File: config.mk
export PLATFORM = sky130hd
export DESIGN_NAME = ptfd_remu
export DESIGN_NICKNAME = d
export VERILOG_FILES = /design/src/sv/ptfd_pkg.sv /design/src/sv/ptfd_remu.sv
export SDC_FILE = /design/constraint.sdc
export NUM_CORES = 1
export LEC_CHECK = 0
export BUFFER_PORTS_ARGS = -buffer_cell sky130_fd_sc_hd__buf_2
export CAP_MARGIN = 20
export CORE_ASPECT_RATIO = 0.7
export CORE_MARGIN = 2
export CORE_UTILIZATION = 55
export CTS_BUF_LIST = sky130_fd_sc_hd__clkbuf_2 sky130_fd_sc_hd__clkbuf_4 sky130_fd_sc_hd__clkbuf_8
export CTS_CLUSTER_SIZE = 20
export DETAILED_ROUTE_END_ITERATION = 6
export GPL_TIMING_DRIVEN = 0
export PLACE_DENSITY = 0.85
export SLEW_MARGIN = 10
export SYNTH_ARGS = -nofsm -noshare
export SYNTH_HDL_FRONTEND = slang
export SYNTH_SLANG_ARGS = --single-unit
File: constraint.sdc
create_clock -name clk_i -period 4.4 [get_ports clk_i]
set_clock_uncertainty 0.2 [all_clocks]
set_input_delay 0.44 -clock clk_i [delete_from_list [all_inputs] [get_ports clk_i]]
set_output_delay 0.44 -clock clk_i [all_outputs]
set_load 0.01 [all_outputs]
File: src/sv/ptfd_pkg.sv
`timescale 1ns / 1ps
// ----------------------------------------------------------------------------
// ptfd_pkg
// Shared types and constants of the parent table failure detector.
// ----------------------------------------------------------------------------
`default_nettype none
package ptfd_pkg;

  localparam int TABLE_DEPTH = 64;
  localparam int IDX_W       = $clog2(TABLE_DEPTH);
  localparam int CNT_W       = $clog2(TABLE_DEPTH + 1);

  localparam logic [1:0] KIND_HEARD   = 2'd0;
  localparam logic [1:0] KIND_CONFIRM = 2'd1;
  localparam logic [1:0] KIND_SELECT  = 2'd2;
  localparam logic [1:0] KIND_NONE    = 2'd3;

  localparam logic [2:0] REG_OWN_LAYER   = 3'd0;
  localparam logic [2:0] REG_ALPHA       = 3'd1;
  localparam logic [2:0] REG_FACTOR      = 3'd2;
  localparam logic [2:0] REG_TIMEOUT     = 3'd3;
  localparam logic [2:0] REG_DETECT_EN   = 3'd4;
  localparam logic [2:0] REG_USE_EWMA    = 3'd5;

  typedef struct packed {
    logic [1:0]  kind;
    logic [47:0] now_us;
    logic [15:0] src_id;
    logic [7:0]  sender_layer;
    logic [15:0] voltage_mv;
    logic [31:0] random_value;
  } in_item_t;

  typedef struct packed {
    logic        found;
    logic [15:0] chosen_id;
    logic [7:0]  parent_layer;
    logic [15:0] parent_voltage_mv;
    logic [6:0]  num_alive;
    logic        table_full;
  } out_item_t;

  typedef struct packed {
    logic        valid;
    logic [15:0] ident;
    logic [7:0]  layer;
    logic [15:0] voltage;
    logic        suspect;
    logic [47:0] last;
    logic [31:0] avg;
    logic        started;
  } entry_t;

endpackage
`default_nettype wire

File: src/sv/ptfd_remu.sv
`timescale 1ns / 1ps
// ----------------------------------------------------------------------------
// ptfd_remu
// Bit-serial restoring remainder of a 32-bit word by the alive count.
// ----------------------------------------------------------------------------
`default_nettype none
module ptfd_remu (
  input  wire logic                       clk_i,
  input  wire logic                       rst_ni,
  input  wire logic                       start_i,
  input  wire logic [31:0]                dividend_i,
  input  wire logic [ptfd_pkg::CNT_W-1:0] divisor_i,
  output logic                            done_o,
  output logic [ptfd_pkg::CNT_W-1:0]      rem_o
);
  import ptfd_pkg::*;

  logic             busy_q, busy_d;
  logic             done_q, done_d;
  logic [4:0]       cnt_q, cnt_d;
  logic [31:0]      dvd_q, dvd_d;
  logic [CNT_W-1:0] rem_q, rem_d;
  logic [CNT_W:0]   trial;

  always_comb begin
    busy_d = busy_q;
    done_d = 1'b0;
    cnt_d  = cnt_q;
    dvd_d  = dvd_q;
    rem_d  = rem_q;
    trial  = {rem_q, dvd_q[31]};
    if (start_i) begin
      busy_d = 1'b1;
      cnt_d  = 5'd0;
      dvd_d  = dividend_i;
      rem_d  = '0;
    end else if (busy_q) begin
      dvd_d = {dvd_q[30:0], 1'b0};
      if (trial >= {1'b0, divisor_i}) begin
        rem_d = CNT_W'(trial - {1'b0, divisor_i});
      end else begin
        rem_d = trial[CNT_W-1:0];
      end
      cnt_d = cnt_q + 5'd1;
      if (cnt_q == 5'd31) begin
        busy_d = 1'b0;
        done_d = 1'b1;
      end
    end
  end

  always_ff @(posedge clk_i or negedge rst_ni) begin
    if (!rst_ni) begin
      busy_q <= 1'b0;
      done_q <= 1'b0;
      cnt_q  <= '0;
    end else begin
      busy_q <= busy_d;
      done_q <= done_d;
      cnt_q  <= cnt_d;
    end
  end

  always_ff @(posedge clk_i) begin
    dvd_q <= dvd_d;
    rem_q <= rem_d;
  end

  assign done_o = done_q;
  assign rem_o  = rem_q;

endmodule
`default_nettype wire

# Word-level counts from Yosys, hierarchy flattened
# Index checks and enable logic that the tools add are counted.
# totals
reg_bits	46
in_bits	42
out_inout_bits	8
# classes
addsub	2
order_cmp	1
eq_ne	1
n_mux	11
reduce_logical	1
# ops
operator	n
$mux 32	2
$mux 5	2
$ge 8x7->1	1
$mux 7	1
$sub 7x7->7	1
$mux 1	6
$add 5x1->5 const B	1
$eq 5x5->1 const B	1
$reduce_bool 2->1	1

# Logic depth before layout (Yosys ltp)
# Gate-level depths: netlist of the first run.
# logic_depth
depth_word	4
depth_mapped	8

# Least setup slack after synthesis of the first run
# No wires, ideal clock.
# synth_timing
kind	in2reg
startpoint	input port divisor_i[0] (netlist name)
endpoint	register rem_q[2], in the netlist rem_o[2]
t_arrival_ns	1.786
t_required_ns	4.105
path_slack_ns	2.318
path_stages	7
path_buffers	0
path_cell_list	ha_1 inv_1 fa_1 nand3_1 a31oi_1 or4_1 o311ai_1
# synth_between
elab_chain_len	2
elab_cells_between_ends	3
classes_between	add/sub: 1; order compare: 1; mux: 1
# synth_rtl
element	line	text
from (decl)	ptfd_remu.sv:12	input wire logic [ptfd_pkg::CNT_W-1:0] divisor_i,
$sub 7x7->7 or $ge 8x7->1 (tied branches)	ptfd_remu.sv:40, ptfd_remu.sv:39	
$mux 7 *	ptfd_remu.sv:39	if (trial >= {1'b0, divisor_i}) begin
to (signal assigned)	ptfd_remu.sv:66	rem_q <= rem_d;
to (decl)	ptfd_remu.sv:22	logic [CNT_W-1:0] rem_q, rem_d;
# Every way passes the cells marked *; elsewhere a longest branch is shown, timed or not.
# A chain may end at the register's enable or synchronous reset.

# Worst setup path in the final report of the first run
# layout_timing
startpoint	register dvd_q[31]
endpoint	register rem_q[2], in the netlist rem_o[2]
# layout_between
elab_chain_len	2
elab_cells_between_ends	3
classes_between	add/sub: 1; order compare: 1; mux: 1
# layout_rtl
element	line	text
from (decl)	ptfd_remu.sv:21	logic [31:0] dvd_q, dvd_d;
from (signal assigned)	ptfd_remu.sv:65	dvd_q <= dvd_d;
$sub 7x7->7 or $ge 8x7->1 (tied branches)	ptfd_remu.sv:40, ptfd_remu.sv:39	
$mux 7 *	ptfd_remu.sv:39	
# Marked as above.

==> metrics.md, run 1 <==
| Metric | Value |
|---|---|
| VDD IR-drop max | `0.2895 mV` |
| Sequential-to-total area share from yosys stat | `52.90%` |
| R2r setup slk | `2.13 ns` |
| Mean post-synth cell area | `12.56 um2` |
| Worst Path Arrival | `2.27 ns` |
| GPL Wtd Cong | `0.8063` |
| Fin crit period | `2.270 ns` |
| Ys flop type | `edfxtp_1` |
| DRT Pass-1 Iters | `4` |
| Initial antenna violation count | `0` |
| Global-route wire length before repair | `7.120 mm` |
| Gate Count Post-Synth | `192` |
| Final Core Density | `65.94%` |
| #FFs+latches synth | `46` |
| Nets | `300` |
| H-tree depth | `2` |
| DR iter-0 viols | `125` |
| Max-Cap Viols | `0` |
| Area grow syn2layout | `16.96%` |
| Largest family of logic cells by synthesized area | `multiplexers` |
| Final critical-path share of the clock period | `51.59%` |
| Post-synthesis mux area share | `15.30%` |
| Drt drc | `0` |
| Synth Area in Simple Gates | `11.10%` |
| Proportion of layout cells with a drive suffix above 1 | `40.56%` |
| Async S/R FF share, synth | `15.22%` |
| Final ANT Viol Nets | `0` |
| Gr ovfl total | `0` |
| Netlist cell types | `46` |
| Die ar. | `4940 um2` |
| Compound-Gate Fraction of Synth Area | `8.921%` |
| All-Layer GR Usage | `18.71%` |
| Vias in the first global route | `1486` |
| CTS tree | `built` |
| Pwr Total | `1.265 mW` |
| Worst-path cell chain | `inv_1 > ha_1 > inv_1 > fa_1 > nand3_1 > a31oi_1 > or4_1 > o311ai_1` |
| Setup bufs post-CTS | `0` |
| WHS | `0.2272 ns` |
| Warnings from Yosys | `0` |
| Worst-Skew Late Latency | `0.29 ns` |
| CP required | `4.40 ns` |
| Hold-fix buffers, CTS | `1` |
| I/O pins | `50` |
| TNS Setup | `0 ns` |
| Critical path's most frequent cell | `inv_1` |
| Vias per cell | `5.461` |
| Met1 usage | `26.64%` |
| Hold Crit Class | `input port to flop` |
| Clock transition at path regs | `0.08 ns` |
| Critical path class | `flop to flop` |
| Met2 Usage GRT | `29.15%` |
| Element type at the critical path end | `flop` |
| Die H | `59.41 um` |
| Synth Area in XOR/XNOR | `2.178%` |
| Vias | `1660` |
| Max FO, Critical Path | `4` |
| Status | `finished clean` |
| Routed Wire Length | `4.349 mm` |
| Final instance area | `2821 um2` |
| Final Max Slew Viols | `0` |
| EDFF count, synth | `32` |
| Initial Util | `56.37%` |
| Least-Margin Pin Slew | `0.7204 ns` |
| Final setup vio count | `0` |
| Clock Path Buffers | `2` |
| Post-synth net total | `244` |
| Core area | `4279 um2` |
| Relative slew slack | `51.97%` |
| Count of final hold-check violations | `0` |
| Startpoint types | `flop` |
| Avg WL per Cell | `14.31 um` |
| CTS buffer count | `5` |
| Die W | `83.16 um` |
| Met3 usage | `4.318%` |
| Crit-path max cell delay | `0.48 ns` |
| Largest net degree at the start of global routing | `33` |
| Crit-path slowest cell | `or4_1` |
| Lkg Pwr | `1.221 nW` |
| Post-Synth Adder-Cell Area | `5.498%` |
| GRT busiest layer | `met2` |
| Pwr/cell area | `448.5 nW/um2` |
| # port buffers | `48` |
| Placed cell area | `2721 um2` |
| Clk sinks | `46` |
| Antenna diodes | `0` |
| Max Freq | `440.6 MHz` |
| Post-synthesis instance area | `2412 um2` |
| Filler Cell Count | `332` |
| Hpwl dp | `3.236 mm` |
| CTS resizes | `0` |
| CTS Root Cell | `clkbuf_8` |
| Row count | `20` |
| RSZ-0062 raised after global routing | `false` |
-- where the power goes --
| part | internal [mW] | leakage (nW) | switching (mW) |
|---|---|---|---|
| clock | 0.124 | 0.0463 | 0.132 |
| combinational | 0.221 | 0.686 | 0.222 |
| sequential | 0.527 | 0.488 | 0.0399 |
| total | 0.872 | 1.22 | 0.394 |
-- cell usage after synthesis, types with 3 or more instances --
master	count	area (um2)
ha_1	9	112.6
nor3b_1	7	52.55
nor2b_1	4	25.02
nand3_1	5	25.02
edfxtp_1	32	960.9
nor2_1	13	48.80
dfxtp_1	7	140.1
mux2_2	31	349.1
buf_2	3	15.01
buf_4	3	22.52
o21ai_0	4	20.02
dfrtp_1	7	175.2
xnor2_1	4	35.03
a31oi_1	5	31.28
inv_1	10	37.54
nand2_1	8	30.03
-- layout by cell type, fill, tap and decap left out, types with 3 or more instances in the layout --
cell / synthesis / layout
nor2_1: 13 / 13
a31oi_1: 5 / 5
nand2_1: 8 / 8
ha_1: 9 / 9
dfxtp_1: 7 / 7
clkbuf_8: 0 / 6
inv_1: 10 / 10
buf_4: 3 / 3
nor3b_1: 7 / 7
o21ai_0: 4 / 4
edfxtp_1: 32 / 32
dfrtp_1: 7 / 7
xnor2_1: 4 / 4
buf_2: 3 / 51
nor2b_1: 4 / 4
nand3_1: 5 / 5
mux2_2: 31 / 31
-- cell families (layout without fill, tap and decap cells) --
| kind of cell | after synthesis | after routing |
|---|---|---|
| compound gates | 27 | 27 |
| xor+xnor | 6 | 6 |
| fa+ha+maj | 10 | 10 |
| buf+inv | 20 | 77 |
| flops | 46 | 46 |
| mux | 33 | 33 |
| simple gates | 50 | 50 |
-- path summary, 6_finish.rpt --
path	from	endpoint	depth (start not counted)
min in group asynchronous	rst_ni	cnt_q[1]	2
setup reg to reg	dvd_q[31]	rem_o[2]	8
hold reg to reg	cnt_q[4]	cnt_q[4]	2
setup / recovery	dvd_q[31]	rem_o[2]	8
max in group asynchronous	rst_ni	cnt_q[0]	2
hold / removal	dividend_i[0]	dvd_q[0]	2
-- area by class of cell --
cell class	count	area [um2]	area share, %
plain buffers	10	61.31	2.173
inverters	10	37.54	1.330
flip-flops and latches	46	1276	45.23
repair buffers	49	250.2	8.869
multi-input cells	126	1037	36.76
well taps	55	68.82	2.439
clock inverters	2	7.507	0.2661
clock buffers	6	82.58	2.927
-- through the flow --
stage	worst slack (ns)	std cells
2_1_floorplan	2.318	192
3_3_place_gp	2.127	295
3_5_place_dp	2.095	295
4_1_cts	2.129	304
5_1_grt	1.944	304
6_report	2.130	304
-- routing by layer --
| layer | vias up | wire length (um) |
|---|---|---|
| met4 | 0 | 39 |
| met2 | 38 | 1997 |
| met5 | - | 0 |
| met3 | 6 | 218 |
| li1 | 826 | - |
| met1 | 790 | 2094 |
-- state kept, by name, summed over array words and instances, names as in the netlist --
register	count
done_o	1
cnt_q	5
rem_o	7
busy_q	1
dvd_q	32
-- critical path: cells and delay by family (launching register included) --
family          cells  cell delay (ns)
fa+ha+maj           2             0.56
compound gates      2             0.24
flops               1             0.42
simple gates        2             0.63
buf+inv             2             0.12
Power figures use the tool's default switching activity.
==> run 2: changes to the inputs <==
Clock period 4.4 ns to 2.26 ns, I/O delays scaled along.
==> metrics.md, run 2 (synthesis gave the netlist of run 1 again) <==
| Metric | Value |
|---|---|
| Status | `finished clean` |
| Hpwl dp | `3.236 mm` |
| Global-route wire length before repair | `7.176 mm` |
| Avg WL per Cell | `14.62 um` |
| Placed cell area | `2721 um2` |
| Final setup margin | `0.09293 ns` |
| Nets | `301` |
| Hold Crit Class | `input port to flop` |
| Clock transition at path regs | `0.08 ns` |
| Max-Cap Viols | `0` |
| TNS Setup | `0 ns` |
| Max FO, Critical Path | `4` |
| Die W | `83.16 um` |
| Commonest non-fill, non-tap cell in the layout | `buf_2` |
| Vias per cell | `5.561` |
| Vias | `1696` |
| Max Freq | `461.5 MHz` |
| Final Max Slew Viols | `0` |
| Final instance area | `2864 um2` |
| RSZ-0062 raised after global routing | `false` |
| Clock Path Buffers | `2` |
| Core area | `4279 um2` |
| Pre-CTS WS | `0.02578 ns` |
| Largest net degree at the start of global routing | `33` |
| Crit-path slowest cell | `or4_4` |
| Count of final hold-check violations | `0` |
| Element type at the critical path end | `flop` |
| Critical path class | `flop to flop` |
| CTS buffer count | `5` |
| Pwr Total | `2.524 mW` |
| All-Layer GR Usage | `18.90%` |
| I/O pins | `50` |
| Drt drc | `0` |
| R2R cell count | `8` |
| WHS | `0.01266 ns` |
| Final setup vio count | `0` |
| Min-Delay Path Depth | `2` |
| Final ANT Viol Nets | `0` |
| VDD IR-drop max | `0.5713 mV` |
| # port buffers | `48` |
| Least-Margin Pin Slew | `0.7312 ns` |
| Die ar. | `4940 um2` |
| H-tree depth | `2` |
| Largest Register | `dvd_q` |
| Filler Cell Count | `320` |
| Die H | `59.41 um` |
| Pwr/cell area | `881.2 nW/um2` |
| Vias in the first global route | `1499` |
| Worst Path Arrival | `2.17 ns` |
| DR iter-0 viols | `135` |
| Worst-Skew Late Latency | `0.29 ns` |
| Initial Util | `56.37%` |
| R2r setup slk | `0.09 ns` |
| GPL Wtd Cong | `0.8063` |
| Antenna diodes | `0` |
| DRT Pass-1 Iters | `4` |
| CTS tree | `built` |
| Worst-path cell chain | `inv_1 > ha_2 > inv_1 > fa_2 > nand3_4 > a31oi_2 > or4_4 > o311ai_2` |
| Gr ovfl total | `0` |
| Hold Path Origin | `dividend_i[0]` |
| Crit-path max cell delay | `0.44 ns` |
| Final critical-path share of the clock period | `95.89%` |
| Initial antenna violation count | `0` |
| Startpoint types | `flop` |
| Routed Wire Length | `4.460 mm` |
| RR Endpoint | `rem_o[2]` |
| Critical path's most frequent cell | `inv_1` |
| Max reg flops | `32` |
| Lkg Pwr | `1.229 nW` |
| Row count | `20` |
| Fin crit period | `2.167 ns` |
| R2R Path Start | `dvd_q[31]` |
| Clk sinks | `46` |
| Bufs and invs on worst path | `2` |
| CP required | `2.26 ns` |
| Worst Hold End | `dvd_q[0]` |
| Crit-path leading delay family | `adder cells` |
| Proportion of layout cells with a drive suffix above 1 | `43.20%` |
| CTS Root Cell | `clkbuf_8` |
| Relative slew slack | `51.25%` |
| Area grow syn2layout | `18.72%` |
| Highest-count cells in the layout ignoring fill and taps | `51 x buf_2, 32 x edfxtp_1, 31 x mux2_2` |
## run 2: cell types whose count changed in the layout (fill, tap and decap cells not counted), sizes merged
cell	change
buf	+1
## run 2: how the worst max path moves through the flow
| stage | start | to | slack [ns] | cells after the start |
|---|---|---|---|---|
| 6_report | dvd_q[31] | rem_o[2] | 0.09 | 8 |
| 3_5_place_dp | dvd_q[31] | rem_o[2] | 0.03 | 8 |
| 2_1_floorplan | dvd_q[31] | rem_o[2] | 0.20 | 8 |
| 5_1_grt | dvd_q[31] | rem_o[0] | 0.004 | 8 |
| 4_1_cts | dvd_q[31] | rem_o[2] | 0.03 | 8 |
| 3_3_place_gp | dvd_q[31] | rem_o[2] | 0.05 | 8 |
## run 2: power breakdown
group / total, mW / switching [mW] / leakage (nW) / internal [mW]
Clock: 0.501 / 0.260 / 0.0463 / 0.241
Combinational: 0.918 / 0.466 / 0.694 / 0.452
Sequential: 1.10 / 0.0781 / 0.488 / 1.03
Total: 2.52 / 0.804 / 1.23 / 1.72
## run 2: repair_timing
action	CTS	global route
hold buffers	1	0
pin swaps	0	2
endpoints found under the setup margin	1	3
hold endpoints to repair	7	0
gates resized for setup	1	6
setup buffers	0	1
## run 2: cell type report
cell class | count | area, um2 | area share, %
clock inverters | 2 | 7.507 | 0.2621
repair buffers | 50 | 257.7 | 9.000
multi-input cells | 126 | 1072 | 37.44
inverters | 10 | 37.54 | 1.311
clock buffers | 6 | 82.58 | 2.883
plain buffers | 10 | 61.31 | 2.141
flip-flops and latches | 46 | 1276 | 44.56
well taps | 55 | 68.82 | 2.403
## run 2: metrics by stage
step / util [%] / cells
detailed placement: 63.60 / 295
global route: 66.93 / 305
global placement: 63.60 / 295
CTS: 66.05 / 304
floorplan: - / 192
finish: 66.93 / 305
## run 2: metal layers
layer | global-route usage, % | wire length [um] | vias to the layer above
li1 | - | - | 830
met1 | 26.45 | 2141 | 811
met2 | 29.61 | 2023 | 47
met3 | 4.596 | 242 | 8
met4 | 6.089 | 53 | 0
met5 | 0 | 0 | -
==> run 3: changes to the inputs <==
Settings changed: MAX_ROUTING_LAYER set to met4.
==> metrics.md, run 3 (synthesis gave the netlist of run 1 again) <==
| Metric | Value |
|---|---|
| Clock transition at path regs | `0.08 ns` |
| Startpoint types | `flop` |
| Routed Wire Length | `4.452 mm` |
| Crit-path leading delay family | `adder cells` |
| TNS Setup | `0 ns` |
| Lkg Pwr | `1.229 nW` |
| Final Max Slew Viols | `0` |
| Fin crit period | `2.167 ns` |
| Status | `finished clean` |
| Bufs and invs on worst path | `2` |
| VDD IR-drop max | `0.5698 mV` |
| Largest net degree at the start of global routing | `33` |
| Max Used Layer | `met4` |
| DRT Pass-1 Iters | `4` |
| # port buffers | `48` |
| H-tree depth | `2` |
| Wire length on met2 | `2.052 mm` |
| Max reg flops | `32` |
| Final critical-path share of the clock period | `95.88%` |
| Met1 WL | `2.135 mm` |
| Worst Path Arrival | `2.17 ns` |
| Crit-path slowest cell | `or4_4` |
| Area grow syn2layout | `18.72%` |
| CTS tree | `built` |
| Max Freq | `461.5 MHz` |
| Worst-Skew Late Latency | `0.29 ns` |
| Max-Cap Viols | `0` |
| Global-route wire length before repair | `7.162 mm` |
| Clock Path Buffers | `2` |
| Hpwl dp | `3.236 mm` |
| Vias per cell | `5.548` |
| Drt drc | `0` |
| Largest Register | `dvd_q` |
| Vias in the first global route | `1503` |
| CP required | `2.26 ns` |
| Pwr Total | `2.521 mW` |
| I/O pins | `50` |
| Met3 routed WL | `211 um` |
| Crit-path max cell delay | `0.44 ns` |
| Pwr/cell area | `880.4 nW/um2` |
| Die ar. | `4940 um2` |
| Highest-count cells in the layout ignoring fill and taps | `51 x buf_2, 32 x edfxtp_1, 31 x mux2_2` |
| All-Layer GR Usage | `19.47%` |
| Critical path class | `flop to flop` |
| Vias | `1692` |
| Least-Margin Pin Slew | `0.7286 ns` |
| Avg WL per Cell | `14.60 um` |
| Initial antenna violation count | `0` |
| Nets | `301` |
| Max FO, Critical Path | `4` |
| Clk sinks | `46` |
| Row count | `20` |
| Count of final hold-check violations | `0` |
| Die H | `59.41 um` |
| GPL Wtd Cong | `0.8181` |
| CTS Root Cell | `clkbuf_8` |
| Core area | `4279 um2` |
| DR iter-0 viols | `138` |
| Die W | `83.16 um` |
| Critical path's most frequent cell | `inv_1` |
| Worst-path cell chain | `inv_1 > ha_2 > inv_1 > fa_2 > nand3_4 > a31oi_2 > or4_4 > o311ai_2` |
| RSZ-0062 raised after global routing | `false` |
| Gr ovfl total | `0` |
| Final setup vio count | `0` |
| Final ANT Viol Nets | `0` |
| Element type at the critical path end | `flop` |
| Antenna diodes | `0` |
| Relative slew slack | `51.43%` |
| Hold Crit Class | `input port to flop` |
| Commonest non-fill, non-tap cell in the layout | `buf_2` |
| CTS buffer count | `5` |
| Proportion of layout cells with a drive suffix above 1 | `43.20%` |
| Initial Util | `56.37%` |
==> run 3: area by class of cell <==
cell class,count,area [um2]
multi-input cells,126,1072
fillers,320,1415
flip-flops and latches,46,1276
inverters,10,37.54
repair buffers,50,257.7
well taps,55,68.82
plain buffers,10,61.31
clock buffers,6,82.58
clock inverters,2,7.507
==> run 3: final timing paths <==
path,start,end,slack (ns),cells past startpoint
max in group asynchronous,rst_ni,cnt_q[0],1.61,2
max reg2reg,dvd_q[31],rem_o[2],0.09,8
min reg2reg,cnt_q[4],cnt_q[4],0.34,2
min in group asynchronous,rst_ni,cnt_q[2],0.09,2
min,dividend_i[0],dvd_q[0],0.01,2
max,dvd_q[31],rem_o[2],0.09,8
==> run 3: metrics by stage <==
step	cell area (um2)	hold WS, ns	util (%)	setup slack (ns)	cells
floorplan	2412	-0.2696	-	0.1973	192
global placement	2721	-0.1362	63.60	0.04519	295
detailed placement	2721	-0.1276	63.60	0.02578	295
CTS	2826	0.007901	66.05	0.03071	304
global route	2864	0.02210	66.93	0.003993	305
finish	2864	0.01341	66.93	0.09312	305
==> run 3: what timing repair did <==
item / 4_1_cts / 5_1_grt
pin swaps: 0 / 2
buffers inserted: 0 / 1
setup endpoints to repair: 1 / 3
gates resized for setup: 1 / 6
hold buffers: 1 / 0
endpoints found under the hold margin: 7 / 0
==> run 3: worst register-to-register path, cell delays in order, from the launching register on <==
cell	delay, ns
edfxtp_1	0.43
inv_1	0.08
ha_2	0.17
inv_1	0.06
fa_2	0.42
nand3_4	0.09
a31oi_2	0.11
or4_4	0.44
o311ai_2	0.09
==> run 3: power by group <==
part / switching (mW) / internal [mW]
Combinational: 0.466 / 0.452
Clock: 0.258 / 0.241
Sequential: 0.0781 / 1.03
Total: 0.802 / 1.72
==> run 3: layer usage <==
layer / track usage, % / vias to the layer above
li1: - / 830
met1: 26.36 / 811
met2: 29.61 / 43
met3: 4.596 / 8
met4: 6.089 / 0
met5: - / -
